## config.mk

```make
export PLATFORM = sky130hd
export DESIGN_NAME = dmx_receiver_five_channel_pwm
export DESIGN_NICKNAME = d
export VERILOG_FILES = /design/src/rtl/core/dmxr_pkg.sv /design/src/rtl/core/dmx_receiver_five_channel_pwm.sv /design/src/rtl/core/dmxr_rx.sv /design/src/rtl/core/dmxr_pwm.sv
export SDC_FILE = /design/constraint.sdc
export NUM_CORES = 1
export LEC_CHECK = 0
export BUFFER_PORTS_ARGS = -buffer_cell sky130_fd_sc_hd__buf_2
export CORE_UTILIZATION = 65
export CTS_CLUSTER_SIZE = 28
export DETAILED_ROUTE_END_ITERATION = 6
export PLACE_DENSITY = 0.84
export SYNTH_ARGS = -nofsm -noshare
export SYNTH_HDL_FRONTEND = slang
export SYNTH_SLANG_ARGS = --single-unit
```

## constraint.sdc

```tcl
create_clock -name clk -period 3.3 [get_ports clk]
set_input_delay 0.33 -clock clk [delete_from_list [all_inputs] [get_ports clk]]
set_output_delay 0.33 -clock clk [all_outputs]
set_load 0.01 [all_outputs]
```

## src/rtl/core/dmxr_pkg.sv

```systemverilog
// Shared constants, register codes and types for the DMX receiver with PWM outputs.
`timescale 1ns / 1ps

package dmxr_pkg;

	localparam int LAST_SLOT = 7;
	localparam int PWM_BITS = 8;
	localparam int LEVEL_W = 8;
	localparam int CFG_W = 3;
	localparam int CFG_IDX_W = 2;
	localparam int SLOT_W = $clog2(LAST_SLOT + 1);
	localparam int CMP_W = (SLOT_W > CFG_W) ? SLOT_W : CFG_W;
	localparam int PWM_CMP_W = (PWM_BITS > LEVEL_W) ? PWM_BITS : LEVEL_W;

	localparam logic CMD_TICK = 1'b0;
	localparam logic CMD_BYTE = 1'b1;

	localparam logic [CFG_IDX_W-1:0] REG_SERVO2_SLOT = 2'd0;
	localparam logic [CFG_IDX_W-1:0] REG_RED_SLOT = 2'd1;
	localparam logic [CFG_IDX_W-1:0] REG_GREEN_SLOT = 2'd2;
	localparam logic [CFG_IDX_W-1:0] REG_BLUE_SLOT = 2'd3;

	localparam logic [CFG_W-1:0] SERVO2_SLOT_RST = 3'd2;
	localparam logic [CFG_W-1:0] RED_SLOT_RST = 3'd4;
	localparam logic [CFG_W-1:0] GREEN_SLOT_RST = 3'd5;
	localparam logic [CFG_W-1:0] BLUE_SLOT_RST = 3'd6;

	localparam logic [LEVEL_W-1:0] SERVO1_RST = 8'd190;
	localparam logic [LEVEL_W-1:0] SERVO2_RST = 8'd200;

	typedef struct packed {
		logic [LEVEL_W-1:0] red;
		logic [LEVEL_W-1:0] green;
		logic [LEVEL_W-1:0] blue;
		logic [LEVEL_W-1:0] servo_one;
		logic [LEVEL_W-1:0] servo_two;
	} levels_t;

	typedef struct packed {
		logic red;
		logic green;
		logic blue;
		logic servo_one;
		logic servo_two;
	} pwm_bits_t;

	typedef struct packed {
		logic byte_en;
		logic tick_en;
	} step_t;

endpackage

```

## src/rtl/core/dmx_receiver_five_channel_pwm.sv

```systemverilog
// Top level: DMX512 receiver driving three LED and two servo PWM outputs.
// Input channel (in_valid / in_stall): one item per event. cmd selects a
// PWM timer tick or a received serial byte (rx_byte, framing_error).
// Output channel (out_valid / out_stall): one item per input item, carrying
// the five output levels as they stand after that input item.
// Configuration: cfg_wr_en writes cfg_data into the slot register at
// cfg_index (servo2, red, green, blue slot numbers); write only while idle.
// An accepted item passes the input register, then the frame decoder and
// PWM compare that load the output register. Throughput is one item per
// cycle while out_stall does not hold a waiting result.
// While out_stall holds a waiting result, one more item may sit in the
// input register; after that in_stall rises in the same cycle.
// Reset clears the pipeline, sets the slot registers to 2, 4, 5 and 6, the
// color levels to 0, the servo levels to 190 and 200, the PWM counter to 0
// and all outputs low, with reception idle until the next break.
`timescale 1ns / 1ps

module dmx_receiver_five_channel_pwm import dmxr_pkg::*; (
	input  logic                 clk,
	input  logic                 arst_n,
	input  logic                 cfg_wr_en,
	input  logic [CFG_IDX_W-1:0] cfg_index,
	input  logic [CFG_W-1:0]     cfg_data,
	input  logic                 in_valid,
	output logic                 in_stall,
	input  logic                 cmd,
	input  logic [7:0]           rx_byte,
	input  logic                 framing_error,
	output logic                 out_valid,
	input  logic                 out_stall,
	output logic                 red_out,
	output logic                 green_out,
	output logic                 blue_out,
	output logic                 servo_one_out,
	output logic                 servo_two_out
);

	logic       valid_s1;
	logic       cmd_s1;
	logic [7:0] rx_byte_s1;
	logic       ferr_s1;
	logic       out_valid_q;
	logic       advance;
	step_t      step;
	levels_t    levels;
	pwm_bits_t  pwm_bits;

	assign advance = !out_valid_q || !out_stall;
	assign in_stall = valid_s1 && !advance;
	assign step.byte_en = valid_s1 && advance && (cmd_s1 == CMD_BYTE);
	assign step.tick_en = valid_s1 && advance && (cmd_s1 == CMD_TICK);

	always_ff @(posedge clk or negedge arst_n) begin
		if (!arst_n) begin
			valid_s1 <= 1'b0;
			out_valid_q <= 1'b0;
		end else begin
			if (!in_stall) begin
				valid_s1 <= in_valid;
			end
			if (advance) begin
				out_valid_q <= valid_s1;
			end
		end
	end

	always_ff @(posedge clk) begin
		if (in_valid && !in_stall) begin
			cmd_s1 <= cmd;
			rx_byte_s1 <= rx_byte;
			ferr_s1 <= framing_error;
		end
	end

	dmxr_rx u_rx (
		.clk           (clk),
		.arst_n        (arst_n),
		.cfg_wr_en     (cfg_wr_en),
		.cfg_index     (cfg_index),
		.cfg_data      (cfg_data),
		.step          (step),
		.rx_byte       (rx_byte_s1),
		.framing_error (ferr_s1),
		.levels        (levels)
	);

	dmxr_pwm u_pwm (
		.clk      (clk),
		.arst_n   (arst_n),
		.step     (step),
		.levels   (levels),
		.pwm_bits (pwm_bits)
	);

	assign out_valid = out_valid_q;
	assign red_out = pwm_bits.red;
	assign green_out = pwm_bits.green;
	assign blue_out = pwm_bits.blue;
	assign servo_one_out = pwm_bits.servo_one;
	assign servo_two_out = pwm_bits.servo_two;

endmodule

```

## src/rtl/core/dmxr_rx.sv

```systemverilog
// DMX frame decoder: break/start-code tracking, slot counting and level registers.
`timescale 1ns / 1ps

module dmxr_rx import dmxr_pkg::*; (
	input  logic                 clk,
	input  logic                 arst_n,
	input  logic                 cfg_wr_en,
	input  logic [CFG_IDX_W-1:0] cfg_index,
	input  logic [CFG_W-1:0]     cfg_data,
	input  step_t                step,
	input  logic [7:0]           rx_byte,
	input  logic                 framing_error,
	output levels_t              levels
);

	localparam logic [1:0] PH_IDLE = 2'd0;
	localparam logic [1:0] PH_BREAK = 2'd1;
	localparam logic [1:0] PH_START = 2'd2;
	localparam logic [1:0] PH_DATA = 2'd3;

	logic [CFG_W-1:0]  servo2_slot_q;
	logic [CFG_W-1:0]  red_slot_q;
	logic [CFG_W-1:0]  green_slot_q;
	logic [CFG_W-1:0]  blue_slot_q;
	logic [1:0]        phase_q;
	logic [1:0]        phase_d;
	logic [SLOT_W-1:0] slot_q;
	logic [SLOT_W-1:0] slot_d;
	logic [SLOT_W-1:0] slot_step;
	levels_t           levels_q;
	levels_t           levels_d;

	always_ff @(posedge clk or negedge arst_n) begin
		if (!arst_n) begin
			servo2_slot_q <= SERVO2_SLOT_RST;
			red_slot_q <= RED_SLOT_RST;
			green_slot_q <= GREEN_SLOT_RST;
			blue_slot_q <= BLUE_SLOT_RST;
		end else if (cfg_wr_en) begin
			case (cfg_index)
				REG_SERVO2_SLOT: servo2_slot_q <= cfg_data;
				REG_RED_SLOT: red_slot_q <= cfg_data;
				REG_GREEN_SLOT: green_slot_q <= cfg_data;
				REG_BLUE_SLOT: blue_slot_q <= cfg_data;
				default: ;
			endcase
		end
	end

	assign slot_step = (slot_q < SLOT_W'(LAST_SLOT)) ? slot_q + SLOT_W'(1) : slot_q;

	always_comb begin
		phase_d = phase_q;
		slot_d = slot_q;
		levels_d = levels_q;
		if (step.byte_en) begin
			if (framing_error) begin
				slot_d = SLOT_W'(1);
				phase_d = PH_BREAK;
			end else begin
				case (phase_q)
					PH_BREAK: begin
						phase_d = (rx_byte == 8'd0) ? PH_START : PH_IDLE;
					end
					PH_START: begin
						slot_d = SLOT_W'(1);
						levels_d.servo_one = rx_byte;
						phase_d = PH_DATA;
					end
					PH_DATA: begin
						slot_d = slot_step;
						if (CMP_W'(slot_step) == CMP_W'(servo2_slot_q)) begin
							levels_d.servo_two = rx_byte;
						end
						if (CMP_W'(slot_step) == CMP_W'(red_slot_q)) begin
							levels_d.red = rx_byte;
						end
						if (CMP_W'(slot_step) == CMP_W'(green_slot_q)) begin
							levels_d.green = rx_byte;
						end
						if (CMP_W'(slot_step) == CMP_W'(blue_slot_q)) begin
							levels_d.blue = rx_byte;
						end
						if (slot_step >= SLOT_W'(LAST_SLOT)) begin
							phase_d = PH_IDLE;
						end
					end
					default: ;
				endcase
			end
		end
	end

	always_ff @(posedge clk or negedge arst_n) begin
		if (!arst_n) begin
			phase_q <= PH_IDLE;
			slot_q <= '0;
			levels_q.red <= '0;
			levels_q.green <= '0;
			levels_q.blue <= '0;
			levels_q.servo_one <= SERVO1_RST;
			levels_q.servo_two <= SERVO2_RST;
		end else begin
			phase_q <= phase_d;
			slot_q <= slot_d;
			levels_q <= levels_d;
		end
	end

	assign levels = levels_q;

endmodule

```

## src/rtl/core/dmxr_pwm.sv

```systemverilog
// PWM counter and level compare; holds the five output bits between ticks.
`timescale 1ns / 1ps

module dmxr_pwm import dmxr_pkg::*; (
	input  logic      clk,
	input  logic      arst_n,
	input  step_t     step,
	input  levels_t   levels,
	output pwm_bits_t pwm_bits
);

	logic [PWM_BITS-1:0] cnt_q;
	pwm_bits_t           bits_q;
	pwm_bits_t           bits_d;

	always_comb begin
		bits_d.red = PWM_CMP_W'(cnt_q) <= PWM_CMP_W'(levels.red);
		bits_d.green = PWM_CMP_W'(cnt_q) <= PWM_CMP_W'(levels.green);
		bits_d.blue = PWM_CMP_W'(cnt_q) <= PWM_CMP_W'(levels.blue);
		bits_d.servo_one = PWM_CMP_W'(cnt_q) <= PWM_CMP_W'(levels.servo_one);
		bits_d.servo_two = PWM_CMP_W'(cnt_q) <= PWM_CMP_W'(levels.servo_two);
	end

	always_ff @(posedge clk or negedge arst_n) begin
		if (!arst_n) begin
			cnt_q <= '0;
			bits_q <= '0;
		end else if (step.tick_en) begin
			cnt_q <= cnt_q + PWM_BITS'(1);
			bits_q <= bits_d;
		end
	end

	assign pwm_bits = bits_q;

endmodule

```

==> results of run 1 <==
==> sequential cells by signal (all words and copies together) (netlist names), 2 cells and up <==
register / flops
u_rx.levels: 40
u_pwm.cnt_q: 8
rx_byte_s1: 8
u_rx.servo2_slot_q: 3
u_rx.blue_slot_q: 3
u_rx.green_slot_q: 3
u_pwm.pwm_bits: 5
u_rx.phase_q: 2
u_rx.red_slot_q: 3
u_rx.slot_q: 3
==> power by group through the flow <==
stage	sequential, uW	combinational (uW)	clock [uW]
6_report	1320	824	725
2_1_floorplan	1280	629	0
4_1_cts	1320	824	731
5_1_grt	1340	942	772
3_5_place_dp	1340	817	0
3_3_place_gp	1330	763	0
==> per-layer routing <==
metal / routed length, microns / global-route usage (%)
met1: 4050 / 34.0
met2: 4420 / 45.0
met3: 289 / 6.54
met4: 202 / 12.0
met5: 0 / 0
==> worst reg2reg max path: cells and delay by family, from the launching register on <==
family                     cells  cell delay [ns]
DFF                            1             0.68
AOI/OAI and AO/OA              2             0.80
xor gates and xnor gates       1             0.18
muxes                          1             0.35
adders and majority gates      1             0.39
==> final timing paths <==
path / from / end / slack, ns
max in group asynchronous: arst_n / u_rx.levels[30]$_DFFE_PN0P_ / 1.85
max reg2reg: u_rx.slot_q[0]$_DFFE_PN0P_ / u_rx.levels[22]$_DFFE_PN0P_ / 0.79
max: u_rx.slot_q[0]$_DFFE_PN0P_ / u_rx.levels[22]$_DFFE_PN0P_ / 0.79
min in group asynchronous: arst_n / u_pwm.pwm_bits[0]$_DFFE_PN0P_ / 0.44
min reg2reg: u_rx.levels[37]$_DFFE_PN0P_ / u_rx.levels[37]$_DFFE_PN0P_ / 0.52
min: framing_error / ferr_s1$_DFFE_PP_ / 0.13
==> cells by family (layout without fill, tap and decap cells) <==
logic type | Yosys count | count (layout) | synth area share (%)
AOI/OAI and AO/OA | 57 | 57 | 8.53
xor gates and xnor gates | 17 | 17 | 3.28
adders and majority gates | 44 | 44 | 12.1
buffers and inverters | 48 | 83 | 4.58
DFF | 82 | 82 | 46.8
muxes | 53 | 53 | 14.5
and+or+nand+nor | 80 | 80 | 10.2
==> layout by cell type (no fill, tap or decap), types with 4 or more instances in the layout <==
master and count:
sky130_fd_sc_hd__clkbuf_8 9, sky130_fd_sc_hd__o21ai_0 11, sky130_fd_sc_hd__xnor2_1 12, sky130_fd_sc_hd__o211ai_1 6
sky130_fd_sc_hd__buf_2 26, sky130_fd_sc_hd__o22a_1 5, sky130_fd_sc_hd__nor2_1 12, sky130_fd_sc_hd__nand4_1 12
sky130_fd_sc_hd__mux2_2 36, sky130_fd_sc_hd__nor3b_1 4, sky130_fd_sc_hd__nand2_1 12, sky130_fd_sc_hd__nand3_1 10
sky130_fd_sc_hd__a2111oi_0 4, sky130_fd_sc_hd__inv_1 39, sky130_fd_sc_hd__dfrtp_1 57, sky130_fd_sc_hd__nor2b_1 7
sky130_fd_sc_hd__dfstp_2 15, sky130_fd_sc_hd__ha_1 44, sky130_fd_sc_hd__edfxtp_1 10, sky130_fd_sc_hd__a21oi_1 18
sky130_fd_sc_hd__mux2_4 16, sky130_fd_sc_hd__xor2_1 5
==> layout make-up <==
cell class / count / share of cell area, %
well taps: 80 / 2.04
flip-flops and latches: 82 / 43.1
clock inverters: 6 / 1.37
repair buffers: 28 / 3.00
clock buffers: 10 / 2.60
inverters: 39 / 2.98
multi-input cells: 251 / 44.9
==> through the flow <==
step / cells / area, sq um / setup slack [ns] / hold slack, ns
final: 496 / 4920 / 0.788 / 0.130
after global routing: 496 / 4920 / 0.639 / 0.124
after CTS: 496 / 4920 / 0.798 / 0.128
after detailed placement: 479 / 4710 / 0.850 / 0.316
after global placement: 479 / 4710 / 0.941 / 0.311
after floorplan: 381 / 4530 / 1.35 / 0.0344
==> impl_metrics.xml, run 1 <==
<?xml version="1.0" encoding="UTF-8"?>
<metrics>
  <group name="power_and_ir_drop">
    <metric name="ir_drop" unit="mV">0.355</metric>
    <metric name="power.switching_fraction" unit="%">33.7</metric>
    <metric name="intPower" unit="uW">1910</metric>
    <metric name="power_frac_seq" unit="%">46.1</metric>
    <metric name="power_switching" unit="uW">967</metric>
    <metric name="total_leakage_power" unit="uW">0.00219</metric>
    <metric name="clockPowerShare" unit="%">25.2</metric>
    <metric name="combinationalPowerShare" unit="%">28.7</metric>
    <metric name="power_density" unit="nW/um^2">584</metric>
    <metric name="report.power.total" unit="uW">2870</metric>
  </group>
  <group name="setup_path">
    <metric name="critical_path_cell_count" unit="">5</metric>
    <metric name="cpMaxStageDelayCell" unit="">sky130_fd_sc_hd__dfrtp_1</metric>
    <metric name="critical_path_required" unit="ns">3.54</metric>
    <metric name="startpoint_type" unit="">register</metric>
    <metric name="worst-r2r-cell-count" unit="">5</metric>
    <metric name="critPathTopFamily" unit="">compound AO/OA/AOI/OAI gates</metric>
    <metric name="worst-setup-path-type" unit="">reg2reg</metric>
    <metric name="cp_cell_instances" unit="">ha_1 -&gt; a31oi_2 -&gt; xor2_1 -&gt; o2111a_1 -&gt; mux2_4</metric>
    <metric name="arrival" unit="ns">2.76</metric>
    <metric name="crit_path_max_fanout" unit="">17</metric>
    <metric name="worst-path-buf-inv" unit="">0</metric>
    <metric name="sort_of_element_at_the_end_of_the_critical_path" unit="">register</metric>
    <metric name="critical-path-max-stage-delay" unit="ns">0.68</metric>
  </group>
  <group name="sta">
    <metric name="timing.final.crit_period" unit="ns">2.51</metric>
    <metric name="tightestPinTransition" unit="ns">0.650</metric>
    <metric name="rsz_0062_raised_after_global_routing" unit="">false</metric>
    <metric name="timing.fmax" unit="GHz">0.398</metric>
    <metric name="timing.slew.headroom" unit="%">56.7</metric>
    <metric name="final-setup-viol-count" unit="">0</metric>
    <metric name="min_period_over_period" unit="%">76.1</metric>
    <metric name="final.setup.tns" unit="ns">0</metric>
    <metric name="timing.clock.skew" unit="ns">0.0138</metric>
    <metric name="hold_viol_final" unit="">0</metric>
    <metric name="total_count_of_max_transition_violations_in_the_final_report" unit="">0</metric>
  </group>
  <group name="drt">
    <metric name="post-route-drc-count" unit="">0</metric>
    <metric name="number_of_nets_still_failing_antenna_checks_after_routing" unit="">0</metric>
    <metric name="postRouteWirelength" unit="microns">8960</metric>
    <metric name="drtPass1Iterations" unit="">6</metric>
    <metric name="via_count_normalized_by_instance_count" unit="">6.00</metric>
    <metric name="detail_route.iter0.violations" unit="">125</metric>
    <metric name="total_number_of_vias" unit="">2978</metric>
    <metric name="drt-wirelength-per-cell" unit="microns">18.1</metric>
  </group>
  <group name="clocking">
    <metric name="cts_made_buffers" unit="">9</metric>
    <metric name="postCtsResizedCells" unit="">0</metric>
    <metric name="cts-root-to-sink-buffers" unit="">2</metric>
    <metric name="postCtsSetupBuffers" unit="">0</metric>
    <metric name="worstSkewPairLatency" unit="ns">0.37</metric>
    <metric name="cts_tree" unit="">done</metric>
    <metric name="ctsHtreeMaxLevel" unit="">3</metric>
    <metric name="root_buffer" unit="">sky130_fd_sc_hd__clkbuf_8</metric>
    <metric name="clock_sink_count" unit="">82</metric>
    <metric name="cts-hold-fix-buffers" unit="">1</metric>
    <metric name="clk_pin_slew_worst_paths" unit="ns">0.09</metric>
  </group>
  <group name="global_route">
    <metric name="global_route.usage.total" unit="%">27.1</metric>
    <metric name="grt.overflow.total" unit="">0</metric>
    <metric name="number_of_antenna_violations_at_the_first_check_in_global_routing" unit="">0</metric>
    <metric name="wire_length_of_the_first_global_routing_pass" unit="microns">14900</metric>
    <metric name="first_global_vias" unit="">3099</metric>
    <metric name="grt_max_degree" unit="">53</metric>
  </group>
  <group name="placement">
    <metric name="buffer_ports.inserted" unit="">26</metric>
    <metric name="gpl.final_weighted_congestion" unit="">0.854</metric>
    <metric name="dp_hpwl" unit="microns">6600</metric>
  </group>
  <group name="die">
    <metric name="dieArea" unit="sq um">7310</metric>
    <metric name="rows" unit="">30</metric>
    <metric name="top_level_i_o_count" unit="">27</metric>
    <metric name="design.core.area" unit="sq um">6760</metric>
    <metric name="die_w" unit="microns">85.5</metric>
    <metric name="dieHeight" unit="microns">85.5</metric>
    <metric name="initial_utilization" unit="%">67.1</metric>
  </group>
  <group name="logic_synthesis">
    <metric name="synth_seq_area_share" unit="%">46.8</metric>
    <metric name="yosys-top-cells-count" unit="">57 x sky130_fd_sc_hd__dfrtp_1, 44 x sky130_fd_sc_hd__ha_1, 39 x sky130_fd_sc_hd__inv_1</metric>
    <metric name="postSynthCellCount" unit="">381</metric>
    <metric name="ys_seq_elements" unit="">82</metric>
    <metric name="yosysUniqueCellTypes" unit="">47</metric>
    <metric name="yosys.area.top_type" unit="">sky130_fd_sc_hd__dfrtp_1</metric>
    <metric name="fraction_of_post_synthesis_cell_area_in_the_top_cell_type_by_area" unit="%">31.5</metric>
    <metric name="synth_enable_flop_cells" unit="">10</metric>
    <metric name="synth.cell_area" unit="sq um">4530</metric>
    <metric name="yosysWarnings" unit="">0</metric>
    <metric name="synth-main-ff-cell" unit="">sky130_fd_sc_hd__dfrtp_1</metric>
    <metric name="async_reset_ff_share" unit="%">87.8</metric>
    <metric name="synthMostInstantiatedCell" unit="">sky130_fd_sc_hd__dfrtp_1</metric>
    <metric name="synth.top_cells.by_area" unit="">sky130_fd_sc_hd__dfrtp_1 31%, sky130_fd_sc_hd__ha_1 12%, sky130_fd_sc_hd__mux2_2 8.9%</metric>
    <metric name="syn_nets" unit="">445</metric>
    <metric name="postSynthAreaPerCell" unit="sq um">11.9</metric>
  </group>
  <group name="min_path">
    <metric name="hold_depth" unit="">1</metric>
    <metric name="min_path_type" unit="">in2reg</metric>
  </group>
  <group name="final_layout">
    <metric name="nFillCells" unit="">448</metric>
    <metric name="area.growth.synth_to_final" unit="%">8.42</metric>
    <metric name="multi_input_area" unit="sq um">2210</metric>
    <metric name="layout-drive-gt1-share" unit="%">28.6</metric>
    <metric name="final_util" unit="%">72.8</metric>
    <metric name="diodes" unit="">0</metric>
    <metric name="number_of_nets_in_the_finished_design" unit="">475</metric>
    <metric name="area.sequential" unit="sq um">2120</metric>
  </group>
  <group name="job">
    <metric name="number_of_max_cap_violations" unit="">0</metric>
  </group>
  <group name="status">
    <metric name="run_status" unit="">finished, final reports clean</metric>
  </group>
</metrics>
Power figures use the tool's default switching activity.
==> run 2: changes to the inputs <==
--- a/config.mk
+++ b/config.mk
@@ -6,10 +6,10 @@
 export NUM_CORES = 1
 export LEC_CHECK = 0
 export BUFFER_PORTS_ARGS = -buffer_cell sky130_fd_sc_hd__buf_2
-export CORE_UTILIZATION = 65
+export CORE_UTILIZATION = 61
 export CTS_CLUSTER_SIZE = 28
 export DETAILED_ROUTE_END_ITERATION = 6
-export PLACE_DENSITY = 0.84
+export PLACE_DENSITY = 0.8
 export SYNTH_ARGS = -nofsm -noshare
 export SYNTH_HDL_FRONTEND = slang
 export SYNTH_SLANG_ARGS = --single-unit
==> constraint.sdc (replaced) <==
create_clock -name clk -period 2.6 [get_ports clk]
set_input_delay 0.26 -clock clk [delete_from_list [all_inputs] [get_ports clk]]
set_output_delay 0.26 -clock clk [all_outputs]
set_load 0.01 [all_outputs]
==> impl_metrics.xml, run 2 (same netlist as run 1, synthesis figures left out) <==
<?xml version="1.0" encoding="UTF-8"?>
<metrics>
  <group name="setup_path">
    <metric name="regToRegSetupSlack" unit="ns">0.41</metric>
    <metric name="worst-r2r-cell-count" unit="">5</metric>
    <metric name="critical_path_required" unit="ns">2.85</metric>
    <metric name="worst-path-buf-inv" unit="">0</metric>
    <metric name="critical_path_cell_count" unit="">5</metric>
    <metric name="cpMaxStageDelayCell" unit="">sky130_fd_sc_hd__o2111a_1</metric>
    <metric name="regToRegEndpoint" unit="">u_rx.levels[4]$_DFFE_PN0P_</metric>
    <metric name="critical_path_source" unit="">u_rx.slot_q[0]$_DFFE_PN0P_</metric>
    <metric name="startpoint_type" unit="">register</metric>
    <metric name="worst-setup-path-type" unit="">reg2reg</metric>
    <metric name="worst_r2r_startpoint" unit="">u_rx.slot_q[0]$_DFFE_PN0P_</metric>
    <metric name="sort_of_element_at_the_end_of_the_critical_path" unit="">register</metric>
    <metric name="cp_cell_instances" unit="">ha_1 -&gt; a31oi_2 -&gt; xor2_1 -&gt; o2111a_1 -&gt; mux2_4</metric>
    <metric name="critical-path-max-stage-delay" unit="ns">0.54</metric>
    <metric name="critPathTopFamily" unit="">compound AO/OA/AOI/OAI gates</metric>
    <metric name="arrival" unit="ns">2.44</metric>
    <metric name="crit_path_max_fanout" unit="">8</metric>
    <metric name="worstSetupEndpoint" unit="">u_rx.levels[4]$_DFFE_PN0P_</metric>
  </group>
  <group name="die">
    <metric name="rows" unit="">31</metric>
    <metric name="initial_utilization" unit="%">62.9</metric>
    <metric name="dieArea" unit="sq um">7780</metric>
    <metric name="design.core.area" unit="sq um">7210</metric>
    <metric name="top_level_i_o_count" unit="">27</metric>
    <metric name="die_w" unit="microns">88.2</metric>
    <metric name="dieHeight" unit="microns">88.2</metric>
  </group>
  <group name="drt">
    <metric name="postRouteWirelength" unit="microns">8700</metric>
    <metric name="total_number_of_vias" unit="">3007</metric>
    <metric name="number_of_nets_still_failing_antenna_checks_after_routing" unit="">0</metric>
    <metric name="drt-wirelength-per-cell" unit="microns">16.8</metric>
    <metric name="detail_route.iter0.violations" unit="">141</metric>
    <metric name="via_count_normalized_by_instance_count" unit="">5.81</metric>
    <metric name="post-route-drc-count" unit="">0</metric>
    <metric name="drtPass1Iterations" unit="">4</metric>
  </group>
  <group name="sta">
    <metric name="hold_viol_final" unit="">0</metric>
    <metric name="min_period_over_period" unit="%">84.1</metric>
    <metric name="timing.slew.headroom" unit="%">63.5</metric>
    <metric name="final_critical_path_setup_slack" unit="ns">0.413</metric>
    <metric name="rsz_0062_raised_after_global_routing" unit="">false</metric>
    <metric name="tightestPinTransition" unit="ns">0.534</metric>
    <metric name="total_count_of_max_transition_violations_in_the_final_report" unit="">0</metric>
    <metric name="timing.final.crit_period" unit="ns">2.19</metric>
    <metric name="final-setup-viol-count" unit="">0</metric>
    <metric name="timing.clock.skew" unit="ns">0.00983</metric>
    <metric name="final.setup.tns" unit="ns">0</metric>
    <metric name="hold_slack" unit="ns">0.0645</metric>
    <metric name="timing.fmax" unit="GHz">0.457</metric>
  </group>
  <group name="global_route">
    <metric name="wire_length_of_the_first_global_routing_pass" unit="microns">14000</metric>
    <metric name="grt_max_degree" unit="">67</metric>
    <metric name="number_of_antenna_violations_at_the_first_check_in_global_routing" unit="">0</metric>
    <metric name="grt.overflow.total" unit="">0</metric>
    <metric name="first_global_vias" unit="">2868</metric>
    <metric name="global_route.usage.total" unit="%">24.7</metric>
  </group>
  <group name="clocking">
    <metric name="cts_tree" unit="">done</metric>
    <metric name="clk_pin_slew_worst_paths" unit="ns">0.09</metric>
    <metric name="clock_sink_count" unit="">82</metric>
    <metric name="root_buffer" unit="">sky130_fd_sc_hd__clkbuf_8</metric>
    <metric name="worstSkewPairLatency" unit="ns">0.36</metric>
    <metric name="cts-root-to-sink-buffers" unit="">2</metric>
    <metric name="postCtsResizedCells" unit="">0</metric>
    <metric name="ctsHtreeMaxLevel" unit="">3</metric>
    <metric name="cts_made_buffers" unit="">9</metric>
  </group>
  <group name="final_layout">
    <metric name="layout-drive-gt1-share" unit="%">29.4</metric>
    <metric name="largest_register_ff_count" unit="">40</metric>
    <metric name="final_util" unit="%">69.0</metric>
    <metric name="layout.cells.most_common" unit="">sky130_fd_sc_hd__dfrtp_1</metric>
    <metric name="layout_common_cells" unit="">57 x sky130_fd_sc_hd__dfrtp_1, 44 x sky130_fd_sc_hd__ha_1, 39 x sky130_fd_sc_hd__inv_1</metric>
    <metric name="layoutNonFillerInstCount" unit="">518</metric>
    <metric name="diodes" unit="">0</metric>
    <metric name="area.growth.synth_to_final" unit="%">9.85</metric>
    <metric name="number_of_nets_in_the_finished_design" unit="">478</metric>
  </group>
  <group name="status">
    <metric name="run_status" unit="">finished, final reports clean</metric>
  </group>
  <group name="min_path">
    <metric name="min_path_type" unit="">in2reg</metric>
    <metric name="timing.hold.worst.start" unit="">cmd</metric>
  </group>
  <group name="placement">
    <metric name="dp_slack" unit="ns">0.442</metric>
    <metric name="dp_hpwl" unit="microns">6440</metric>
    <metric name="numPlacedInstances" unit="">501</metric>
    <metric name="buffer_ports.inserted" unit="">26</metric>
    <metric name="gpl.final_weighted_congestion" unit="">0.839</metric>
  </group>
  <group name="power_and_ir_drop">
    <metric name="total_leakage_power" unit="uW">0.00222</metric>
    <metric name="power_density" unit="nW/um^2">739</metric>
    <metric name="ir_drop" unit="mV">0.405</metric>
  </group>
  <group name="job">
    <metric name="number_of_max_cap_violations" unit="">0</metric>
  </group>
</metrics>
[run 2: metrics by stage]
stage,power [uW],instance area [sq um]
after floorplan,2430,4530
after global placement,2700,4770
after detailed placement,2770,4770
after CTS,3710,4980
after global routing,3930,4980
final,3680,4980
[run 2: how the worst min path moves through the flow]
stage | slack (ns) | endpoint | depth (start not counted)
final | 0.06 | cmd_s1$_DFFE_PP_ | 1
after global routing | 0.05 | cmd_s1$_DFFE_PP_ | 1
after CTS | 0.05 | cmd_s1$_DFFE_PP_ | 1
after detailed placement | 0.12 | u_pwm.pwm_bits[0]$_DFFE_PN0P_ | 1
after global placement | 0.12 | u_pwm.pwm_bits[0]$_DFFE_PN0P_ | 1
after floorplan | -0.04 | out_valid$_DFFE_PN0N_ | 0
[run 2: power by group]
| part | switching (uW) | total (uW) | internal (uW) |
|---|---|---|---|
| Clock | 487 | 938 | 452 |
| Combinational | 548 | 1070 | 526 |
| Sequential | 217 | 1670 | 1450 |
| Total | 1250 | 3680 | 2430 |
[run 2: what timing repair did]
item | CTS | global route
setup buffers | 0 | 0
hold buffers | 1 | 0
hold endpoints to repair | 6 | 0
setup endpoints to repair | 0 | 0
[run 2: layout make-up]
cell class | instances | area [sq um]
fillers | 545 | 2230
multi-input cells | 251 | 2210
flip-flops and latches | 82 | 2120
repair buffers | 31 | 183
inverters | 39 | 146
clock buffers | 9 | 124
well taps | 99 | 124
clock inverters | 7 | 77.6
[run 2: layer usage]
layer / share of wire, % / track usage [%]
met5: 0 / 0
met4: 1.4 / 8.94
met1: 46 / 31.7
met2: 48 / 41.9
met3: 4.3 / 4.76
